File: src/sv/qpr_pkg.sv
`timescale 1ns / 1ps
`default_nettype none
// ----------------------------------------------------------------------------
// qpr_pkg
// Shared widths, payload types and the divider step for the quaternion
// point rotation pipeline.
// ----------------------------------------------------------------------------
package qpr_pkg;

    localparam int CW = 32;            // point coordinate width, Q16.16
    localparam int QW = 16;            // quaternion part width, Q1.14
    localparam int PW = CW + QW;       // v*p product
    localparam int UW = PW + 2;        // u = v x p + w*p
    localparam int TPW = UW + QW;      // v*u product
    localparam int TW = TPW + 1;       // t = v x u
    localparam int MW = TW + 1;        // 2t
    localparam int NW = 2 * QW + 1;    // n = w^2 + |v|^2
    localparam int DQ = CW + 3;        // quotient bits, |2t/n| <= 3|p| < 2^(CW+2)
    localparam int RW = DQ + 3;        // p +/- rounded quotient
    localparam int DIV_STEPS = DQ;

    localparam int CFG_IW = 2;
    localparam logic [CFG_IW-1:0] CFG_QUAT_W = 2'd0;
    localparam logic [CFG_IW-1:0] CFG_QUAT_X = 2'd1;
    localparam logic [CFG_IW-1:0] CFG_QUAT_Y = 2'd2;
    localparam logic [CFG_IW-1:0] CFG_QUAT_Z = 2'd3;

    localparam logic [QW-1:0] QUAT_ONE = {2'b01, {(QW-2){1'b0}}};

    typedef struct packed {
        logic signed [CW-1:0] point_x;
        logic signed [CW-1:0] point_y;
        logic signed [CW-1:0] point_z;
    } t_pt_in;

    typedef struct packed {
        logic signed [CW-1:0] rot_x;
        logic signed [CW-1:0] rot_y;
        logic signed [CW-1:0] rot_z;
        logic                 saturated;
        logic                 bad_quaternion;
    } t_pt_out;

    typedef struct packed {
        logic signed [QW-1:0] w;
        logic signed [QW-1:0] x;
        logic signed [QW-1:0] y;
        logic signed [QW-1:0] z;
    } t_quat;

    // One divider stage: partial remainder plus a shift word that starts as the
    // low dividend bits and ends as the quotient.
    typedef struct packed {
        logic [2:0][NW-1:0] rem;
        logic [2:0][DQ-1:0] wq;
        logic [2:0]         neg;
        logic               bad;
        t_pt_in             pt;
    } t_div;

    function automatic t_div div_step(input t_div d, input logic [NW-1:0] n);
        t_div       r;
        logic [NW:0] trial;
        logic [NW:0] diff;
        logic        ge;
        r = d;
        for (int i = 0; i < 3; i++) begin
            trial = {d.rem[i], d.wq[i][DQ-1]};
            diff  = trial - {1'b0, n};
            ge    = (trial >= {1'b0, n});
            r.rem[i] = ge ? diff[NW-1:0] : trial[NW-1:0];
            r.wq[i]  = {d.wq[i][DQ-2:0], ge};
        end
        return r;
    endfunction

endpackage
`default_nettype wire

File: src/sv/qpr_out.sv
`timescale 1ns / 1ps
`default_nettype none
// ----------------------------------------------------------------------------
// qpr_out
// Round-to-nearest stage, offset add with saturation, and the output
// register with a skid entry that holds the pipeline when full.
// ----------------------------------------------------------------------------
module qpr_out
    import qpr_pkg::*;
(
    input  wire logic          i_clk,
    input  wire logic          i_rst_n,
    input  wire logic          i_valid,
    input  wire t_div          i_data,
    input  wire logic [NW-1:0] i_norm,
    input  wire logic          i_out_ready,
    output logic               o_en,
    output logic               o_out_valid,
    output t_pt_out            o_out_data
);

    localparam logic signed [RW-1:0] CMAX = {{(RW-CW+1){1'b0}}, {(CW-1){1'b1}}};
    localparam logic signed [RW-1:0] CMIN = ~CMAX;

    logic              en;
    logic              r_r_valid;
    logic [DQ:0]       r_r_quo [3];
    logic [2:0]        r_r_neg;
    logic              r_r_bad;
    t_pt_in            r_r_pt;
    logic [DQ:0]       n_r_quo [3];

    logic signed [CW-1:0] pv   [3];
    logic signed [RW-1:0] sum  [3];
    logic        [CW-1:0] rot  [3];
    logic        [2:0]    clip;
    t_pt_out              s_data;

    logic    r_out_valid, r_skid_valid;
    t_pt_out r_out_data, r_skid_data;
    logic    out_take;

    always_comb begin
        for (int i = 0; i < 3; i++) begin
            // ties round away from zero: bump when 2*rem >= n
            n_r_quo[i] = {1'b0, i_data.wq[i]}
                       + {{DQ{1'b0}}, ({i_data.rem[i], 1'b0} >= {1'b0, i_norm})};
        end
    end

    assign pv[0] = r_r_pt.point_x;
    assign pv[1] = r_r_pt.point_y;
    assign pv[2] = r_r_pt.point_z;

    always_comb begin
        for (int i = 0; i < 3; i++) begin
            sum[i] = r_r_neg[i]
                   ? $signed({{(RW-CW){pv[i][CW-1]}}, pv[i]})
                     - $signed({{(RW-DQ-1){1'b0}}, r_r_quo[i]})
                   : $signed({{(RW-CW){pv[i][CW-1]}}, pv[i]})
                     + $signed({{(RW-DQ-1){1'b0}}, r_r_quo[i]});
            priority if (sum[i] > CMAX) begin
                rot[i]  = CMAX[CW-1:0];
                clip[i] = 1'b1;
            end else if (sum[i] < CMIN) begin
                rot[i]  = CMIN[CW-1:0];
                clip[i] = 1'b1;
            end else begin
                rot[i]  = sum[i][CW-1:0];
                clip[i] = 1'b0;
            end
        end
        if (r_r_bad) begin
            s_data.rot_x          = r_r_pt.point_x;
            s_data.rot_y          = r_r_pt.point_y;
            s_data.rot_z          = r_r_pt.point_z;
            s_data.saturated      = 1'b0;
            s_data.bad_quaternion = 1'b1;
        end else begin
            s_data.rot_x          = rot[0];
            s_data.rot_y          = rot[1];
            s_data.rot_z          = rot[2];
            s_data.saturated      = |clip;
            s_data.bad_quaternion = 1'b0;
        end
    end

    assign en       = !r_skid_valid;
    assign out_take = r_out_valid && i_out_ready;

    always_ff @(posedge i_clk) begin
        if (!i_rst_n) begin
            r_r_valid <= 1'b0;
        end else if (en) begin
            r_r_valid <= i_valid;
        end
    end

    always_ff @(posedge i_clk) begin
        if (en) begin
            r_r_neg <= i_data.neg;
            r_r_bad <= i_data.bad;
            r_r_pt  <= i_data.pt;
            for (int i = 0; i < 3; i++) begin
                r_r_quo[i] <= n_r_quo[i];
            end
        end
    end

    always_ff @(posedge i_clk) begin
        if (!i_rst_n) begin
            r_out_valid  <= 1'b0;
            r_skid_valid <= 1'b0;
        end else if (r_skid_valid) begin
            if (out_take) begin
                r_out_valid  <= 1'b1;
                r_skid_valid <= 1'b0;
            end
        end else if (r_r_valid) begin
            if (!r_out_valid || out_take) begin
                r_out_valid <= 1'b1;
            end else begin
                r_skid_valid <= 1'b1;
            end
        end else if (out_take) begin
            r_out_valid <= 1'b0;
        end
    end

    always_ff @(posedge i_clk) begin
        if (r_skid_valid) begin
            if (out_take) begin
                r_out_data <= r_skid_data;
            end
        end else if (r_r_valid) begin
            if (!r_out_valid || out_take) begin
                r_out_data <= s_data;
            end else begin
                r_skid_data <= s_data;
            end
        end
    end

    assign o_en        = en;
    assign o_out_valid = r_out_valid;
    assign o_out_data  = r_out_data;

endmodule
`default_nettype wire

File: config.mk
export PLATFORM = sky130hd
export DESIGN_NAME = qpr_out
export DESIGN_NICKNAME = d
export VERILOG_FILES = /design/src/sv/qpr_pkg.sv /design/src/sv/qpr_out.sv
export SDC_FILE = /design/constraint.sdc
export NUM_CORES = 1
export LEC_CHECK = 0
export BUFFER_PORTS_ARGS = -buffer_cell sky130_fd_sc_hd__buf_2
export CORE_MARGIN = 10
export CORE_UTILIZATION = 45
export DETAILED_ROUTE_END_ITERATION = 8
export PLACE_DENSITY = 0.64
export SYNTH_ARGS = -nofsm -noshare
export SYNTH_HDL_FRONTEND = slang
export SYNTH_SLANG_ARGS = --single-unit
File: constraint.sdc
create_clock -name i_clk -period 23.3 [get_ports i_clk]
set_clock_uncertainty 0.15 [all_clocks]
set_input_delay 4.66 -clock i_clk [delete_from_list [all_inputs] [get_ports i_clk]]
set_output_delay 4.66 -clock i_clk [all_outputs]
set_load 0.02 [all_outputs]
==> flow_metrics.env, run 1 <==
export IMPL_cts_root_buffer_cell="clkbuf_16"
export IMPL_slew_headroom_pct=20.8
export IMPL_cts_hold_buf=0
export IMPL_post_synth_num_cell_types=100
export IMPL_viasPerCell=5.68
export IMPL_path_cells="buf_2, inv_1, ha_1, nand2b_1, a21boi_0, o21a_1, o21a_1, o21a_1, o21a_1, o21a_1, o21ai_0, nand2b_1, a21oi_1, o31ai_1, buf_4, ha_1, ha_1, and3_1, nor2b_1, and3_1, nor2b_1, nor2b_1, nand2_1, xnor2_1"
export IMPL_clk_latency_ns=0.58
export IMPL_drv_slew=0
export IMPL_synthArstFlopShare_pct=0
export IMPL_multi_input_area_sq_um=15100
export IMPL_synth_area_per_cell_sq_um=10.4
export IMPL_cts_sinks=407
export IMPL_regArea_sq_um=12200
export IMPL_critPathMostFrequentCell="o21a_1"
export IMPL_setup_reg_to_reg_worst_slack_ns=16.48
export IMPL_place_area_sq_um=31000
export IMPL_power_switching_uw=779
export IMPL_dr_pass1_iters=5
export IMPL_row_count=91
export IMPL_outcome="completed"
export IMPL_critPathKind="input pin to register"
export IMPL_drive_above_1_share_pct=21.1
export IMPL_clock_path_buffers=3
export IMPL_coreArea_sq_um=61700
export IMPL_tightest_slew_ns=1.19
export IMPL_required_ns=23.48
export IMPL_fin_area_sq_um=32600
export IMPL_hpwl_mm=68.1
export IMPL_placedCellCount=3901
export IMPL_comb_power_share_pct=31.3
export IMPL_cts_tree="built"
export IMPL_fin_crit_sh_pct=38.3
export IMPL_synth_area_sq_um=28000
export IMPL_hp_class="register to register"
export IMPL_cts_buffers=46
export IMPL_fp_dieH_um=269
export IMPL_finalNetCount=3672
export IMPL_cp_end_kind="register"
export IMPL_drt_antenna_violating_nets=0
export IMPL_synth_warnings=0
export IMPL_worstSetupStartpointType="input pin"
export IMPL_synth_edf_count=404
export IMPL_synthCells=2700
export IMPL_finalSetupViolations=0
export IMPL_synth_fp_nets=3260
export IMPL_finalCriticalPeriod_ns=8.92
export IMPL_die_area_sq_um=72600
export IMPL_p_int_uw=1640
export IMPL_die_w_um=269
export IMPL_final_hold_viol_count=0
export IMPL_p_clk_share_pct=30.9
export IMPL_peakVddDrop_mv=0.0437
export IMPL_fmax_mhz=112
export IMPL_overflow=0
export IMPL_whs_ns=0.370
export IMPL_drcViolationCount=0
export IMPL_setup_tns_ns=0
export IMPL_io_pins=441
export IMPL_track_usage_pct=22.7
export IMPL_rsz0062_at_grt="false"
export IMPL_post_cts_buffers=0
export IMPL_instances_no_fill=3992
export IMPL_power_uw=2420
export IMPL_drt_iter0_drc=1817
export IMPL_cts_clk_slew_worst_paths_ns=0.06
export IMPL_drv_cap=0
export IMPL_port_buffers=440
export IMPL_antenna_found_initial=11
export IMPL_drt_total_wl_mm=85.6
export IMPL_wl_per_cell_um=21.4
export IMPL_htree_levels=2
export IMPL_critPathBufInv=3
export IMPL_gp_congestion=0.929
export IMPL_p_per_area_nw_per_um2=74.1
export IMPL_grt_first_pass_wirelength_mm=133
export IMPL_synth_flop_cell="edfxtp_1"
export IMPL_slowest_delay_ns=0.60
export IMPL_via_count=22700
export IMPL_critical_path_top_delay_family="simple AND/OR/NAND/NOR gates"
export IMPL_first_global_vias=22900
export IMPL_p_leak_uw=0.0131
export IMPL_yosysSeqAreaShare_pct=43.5
export IMPL_seqPwrFrac_pct=37.7
export IMPL_num_fill_cells=5598
export IMPL_cts_resized=0
export IMPL_grt_max_degree=79
export IMPL_start_util_pct=45.4
export IMPL_arrival_ns=9.09
export IMPL_ys_ff_latch=407
export IMPL_cp_slowest_cell="o31ai_1"
export IMPL_area_growth_pct=16.4
export IMPL_critPathMaxFanout=6
export IMPL_sw_frac_of_total_pct=32.2
[metal layers]
layer,vias to the layer above,routed length [um],global-route usage (%)
met5,-,71,0
met2,684,40000,37.3
li1,10900,-,-
met4,12,1590,5.06
met3,108,5240,4.01
met1,10900,38600,30.9
[final timing paths]
path,from,endpoint,depth (start not counted)
worst min-delay path,r_skid_data[64],o_out_data[64],2
worst max register to register,r_r_quo[0][75],o_out_data[13],18
worst max-delay path,i_norm[1],r_r_quo[0][106],24
worst min register to register,r_skid_data[64],o_out_data[64],2
[cells in the final DEF, fill, tap and decap left out, types with 49 or more instances in the layout]
master / count
buf_2: 440
edfxtp_1: 404
nand2_1: 238
xnor2_1: 228
a21oi_1: 218
ha_1: 216
nor2_1: 187
o21ai_0: 105
inv_1: 99
mux2_2: 77
xor2_1: 70
a2bb2oi_1: 67
nand4_1: 66
nand3_1: 59
nor3_1: 56
a21o_1: 55
clkbuf_16: 49
[cell usage after synthesis, types with 42 or more instances]
cell type / count / area (sq um)
nor2_1: 187 / 702
ha_1: 216 / 2700
inv_1: 99 / 372
xor2_1: 70 / 613
nor3_1: 56 / 280
a21o_1: 55 / 413
mux2_2: 77 / 867
nand2_1: 238 / 893
nand3_1: 59 / 295
xnor2_1: 229 / 2010
nand4_1: 66 / 413
a21oi_1: 219 / 1100
o21ai_0: 105 / 526
clkbuf_1: 53 / 199
edfxtp_1: 404 / 12100
and3_1: 42 / 263
a2bb2oi_1: 67 / 587
[cells by family (layout without fill, tap and decap cells)]
family,count (synthesis),after routing,share of synthesized area (%)
and+or+nand+nor,809,809,14.4
buffers and inverters,195,644,2.84
DFF,407,407,43.5
other,0,6,0
muxes,89,89,3.65
adders and majority gates,219,219,9.86
AOI/OAI and AO/OA,679,679,16.1
xor gates and xnor gates,302,302,9.56
[stage by stage]
step,util [%],setup WS (ns)
after floorplan,-,10.29
final,52.9,14.38
after CTS,52.8,14.31
after detailed placement,50.3,13.69
after global placement,50.3,13.69
after global routing,52.8,14.02
[power groups by stage]
| stage | clock network, uW | registers [uW] | logic, uW |
|---|---|---|---|
| 2_1_floorplan | 0 | 937 | 525 |
| 3_3_place_gp | 0 | 927 | 741 |
| 3_5_place_dp | 0 | 927 | 748 |
| 4_1_cts | 768 | 912 | 754 |
| 5_1_grt | 802 | 917 | 837 |
| 6_report | 748 | 913 | 757 |
[worst min-delay path, cell delays in order, from the launching register on]
cell	delay [ns]
edfxtp_1	0.32
nand2_1	0.05
o31ai_1	0.07
[sequential cells by signal (all words and copies together), names as in the netlist]
| signal | flops |
|---|---|
| r_r_neg | 3 |
| r_r_quo | 108 |
| o_out_data | 98 |
| r_skid_valid | 1 |
| r_r_bad | 1 |
| r_r_valid | 1 |
| r_skid_data | 98 |
| o_out_valid | 1 |
| pv | 96 |
[layout make-up]
cell class                      count  share of cell area, %
Sequential cell                   407                   37.4
Clock inverter                     24                  0.748
Multi-Input combinational cell   2098                   46.2
Tap cell                          837                   3.21
Inverter                          101                   1.19
Antenna cell                        6                 0.0460
Clock buffer                       61                   4.08
Timing Repair Buffer              458                   7.17
Power figures use the tool's default switching activity.
==> inputs of run 2 (changes only) <==
--- a/config.mk
+++ b/config.mk
@@ -5,11 +5,12 @@
 export SDC_FILE = /design/constraint.sdc
 export NUM_CORES = 1
 export LEC_CHECK = 0
+export ABC_AREA = 1
 export BUFFER_PORTS_ARGS = -buffer_cell sky130_fd_sc_hd__buf_2
 export CORE_MARGIN = 10
 export CORE_UTILIZATION = 45
 export DETAILED_ROUTE_END_ITERATION = 8
-export PLACE_DENSITY = 0.64
+export PLACE_DENSITY = 0.66
 export SYNTH_ARGS = -nofsm -noshare
 export SYNTH_HDL_FRONTEND = slang
 export SYNTH_SLANG_ARGS = --single-unit
==> constraint.sdc (replaced) <==
create_clock -name i_clk -period 8 [get_ports i_clk]
set_clock_uncertainty 0.15 [all_clocks]
set_input_delay 1.6 -clock i_clk [delete_from_list [all_inputs] [get_ports i_clk]]
set_output_delay 1.6 -clock i_clk [all_outputs]
set_load 0.02 [all_outputs]
==> run 2 against run 1 <==
Effect of this change: sequential share of layout area shrank 3.4 points; first-iteration DRC count increased by 2.0%; sequential power grew to 2.9 times the previous value; utilization down 0.63 points; combinational power grew to 3.0 times the previous value; cell area grew 10%; worst setup slack got worse by 12 ns; critical path depth increased by 5; die area rose by 11%; global-route usage fell by 0.36 points; largest cell class unchanged.
==> flow_metrics.env, run 2 <==
export IMPL_synth_area_per_cell_sq_um=7.71
export IMPL_via_count=27600
export IMPL_synth_flop_cell="edfxtp_1"
export IMPL_drive_above_1_share_pct=13.6
export IMPL_critPathMostFrequentCell="nand2_1"
export IMPL_p_clk_share_pct=30.0
export IMPL_sw_frac_of_total_pct=35.6
export IMPL_synth_warnings=0
export IMPL_cts_tree="built"
export IMPL_finalSetupViolations=0
export IMPL_coreArea_sq_um=68700
export IMPL_slowest_delay_ns=0.70
export IMPL_drv_slew=0
export IMPL_arrival_ns=6.14
export IMPL_min_to="o_out_data[66]"
export IMPL_row_count=96
export IMPL_fin_crit_sh_pct=74.7
export IMPL_synthArstFlopShare_pct=0
export IMPL_synth_top_cell_area_share_pct=38.8
export IMPL_hp_class="register to register"
export IMPL_cts_root_buffer_cell="clkbuf_16"
export IMPL_outcome="completed"
export IMPL_timing_rr_start="r_r_quo[0][36]"
export IMPL_io_pins=441
export IMPL_port_buffers=440
export IMPL_overflow=0
export IMPL_cp_slowest_cell="a21oi_4"
export IMPL_setup_tns_ns=0
export IMPL_post_synth_num_cell_types=58
export IMPL_synth_most_common_cell="nand2_1"
export IMPL_synth_area_sq_um=31200
export IMPL_cts_hold_buf=0
export IMPL_final_common_cell="nand2_1"
export IMPL_cts_resized=0
export IMPL_clk_latency_ns=0.59
export IMPL_rsz0062_at_grt="false"
export IMPL_track_usage_pct=22.4
export IMPL_drt_antenna_violating_nets=0
export IMPL_fp_dieH_um=283
export IMPL_cts_buffers=47
export IMPL_critPathMaxFanout=33
export IMPL_reg2regPathDepth=29
export IMPL_setup_reg_to_reg_worst_slack_ns=2.02
export IMPL_area_growth_pct=14.9
export IMPL_clock_path_buffers=3
export IMPL_drcViolationCount=0
export IMPL_finalNetCount=5047
export IMPL_p_int_uw=4490
export IMPL_synth_common_cells="nand2_1, inv_1, edfxtp_1"
export IMPL_grt_max_degree=107
export IMPL_min_from="r_skid_data[66]"
export IMPL_power_uw=6970
export IMPL_wl_per_cell_um=17.1
export IMPL_synth_largest_area_cell="edfxtp_1"
export IMPL_antenna_found_initial=10
export IMPL_htree_levels=2
export IMPL_dr_pass1_iters=6
export IMPL_gp_congestion=0.963
export IMPL_p_per_area_nw_per_um2=194
export IMPL_top_register="r_r_quo"
export IMPL_min_path_cells=2
export IMPL_slew_headroom_pct=30.6
export IMPL_hpwl_mm=75.3
export IMPL_dp_slack_ns=1.46
export IMPL_start_util_pct=45.5
export IMPL_final_cell_mix="nand2_1, inv_1, buf_2, edfxtp_1, nor2_1"
export IMPL_synthCells=4049
export IMPL_cts_sinks=407
export IMPL_p_leak_uw=0.0172
export IMPL_synth_fp_nets=4609
export IMPL_yosysSeqAreaShare_pct=39.0
export IMPL_fmax_mhz=167
export IMPL_required_ns=8.16
export IMPL_synth_edf_count=404
export IMPL_tightest_slew_ns=1.04
export IMPL_cp_end_kind="register"
export IMPL_grt_first_pass_wirelength_mm=145
export IMPL_comb_power_share_pct=32.3
export IMPL_critPathKind="register to register"
export IMPL_die_w_um=283
export IMPL_ys_ff_latch=407
export IMPL_fin_ws_ns=2.02
export IMPL_drv_cap=0
export IMPL_worstSetupStartpointType="register"
export IMPL_finalCriticalPeriod_ns=5.98
export IMPL_first_global_vias=27100
export IMPL_final_hold_viol_count=0
export IMPL_drt_iter0_drc=1854
export IMPL_synthTopCellsByArea="edfxtp_1, nand2_1, ha_1"
export IMPL_seqPwrFrac_pct=37.7
export IMPL_reg2reg_to="o_out_data[41]"
export IMPL_post_cts_buffers=0
export IMPL_power_switching_uw=2480
export IMPL_die_area_sq_um=80300
export IMPL_instances_no_fill=5461
export IMPL_placedCellCount=5369
export IMPL_drt_total_wl_mm=93.3
export IMPL_peakVddDrop_mv=0.138
export IMPL_viasPerCell=5.05
export IMPL_cts_clk_slew_worst_paths_ns=0.06
export IMPL_largest_reg_flops=108
run 2: cell count changes after synthesis, sizes merged, moves of 45 or more:
cell,before,now
mux2,84,0
xor2,70,197
a2bb2oi,74,0
inv,101,609
o21ai,124,79
a21boi,16,91
nand2,238,1269
xnor2,232,84
a21oi,222,170
a21o,55,10
nor2,187,341
nand3,59,228
run 2: cell type report:
class	instances	area, sq um
antenna	6	15.0
clock buffer	48	1180
clock inverter	38	293
fill	6767	32800
inverter	613	2310
multi-input combinational	2960	16400
sequential	407	12200
tap	931	1160
timing repair buffer	458	2350
run 2: how the worst max path moves through the flow:
stage / from / endpoint / slack [ns] / cells after the start
6_report: r_r_quo[0][36] / o_out_data[41] / 2.02 / 29
5_1_grt: r_r_quo[0][36] / o_out_data[41] / 1.44 / 29
4_1_cts: i_norm[32] / r_r_quo[0][68] / 2.09 / 22
3_5_place_dp: i_norm[32] / r_r_quo[0][68] / 1.46 / 22
3_3_place_gp: i_norm[32] / r_r_quo[0][68] / 1.56 / 22
2_1_floorplan: i_out_ready / r_skid_data[0] / 0.16 / 1
run 2: power groups by stage:
stage / Combinational, uW / Sequential [uW] / Clock (uW)
4_1_cts: 2250 / 2630 / 2140
5_1_grt: 2550 / 2640 / 2230
3_3_place_gp: 2220 / 2670 / 0
2_1_floorplan: 1560 / 2710 / 0
3_5_place_dp: 2240 / 2670 / 0
6_report: 2250 / 2630 / 2090
run 2: cell families after synthesis:
| group | after synthesis | share of synthesized area (%) |
|---|---|---|
| AO/OA/AOI/OAI | 425 | 8.27 |
| XOR/XNOR | 281 | 7.88 |
| adder cells (fa/ha/maj) | 219 | 8.84 |
| buffers and inverters | 682 | 8.62 |
| flip-flops | 407 | 39.0 |
| AND/OR/NAND/NOR | 2035 | 27.4 |
run 2: worst max-delay path: cells and delay by family (launching register included):
kind,cells,cell delay [ns]
AND/OR/NAND/NOR,22,3.01
AO/OA/AOI/OAI,1,0.70
buffers and inverters,3,0.65
adder cells (fa/ha/maj),2,0.63
flip-flops,1,0.39
XOR/XNOR,1,0.16
run 2: per-stage QoR:
stage               instance area, sq um  hold slack [ns]  util, %
detailed placement                 34400            0.352     50.1
floorplan                          31200            0.274        -
global route                       35900            0.377     52.2
CTS                                35900            0.356     52.2
finish                             35900            0.357     52.2
global placement                   34400            0.350     50.1
run 2: routing by layer:
metal	wire length [um]	up-vias	global-route usage [%]
met5	13	-	0
met4	2600	2	6.56
met3	5700	140	3.81
met2	44100	751	38.1
met1	40900	12500	28.7
li1	-	14100	-
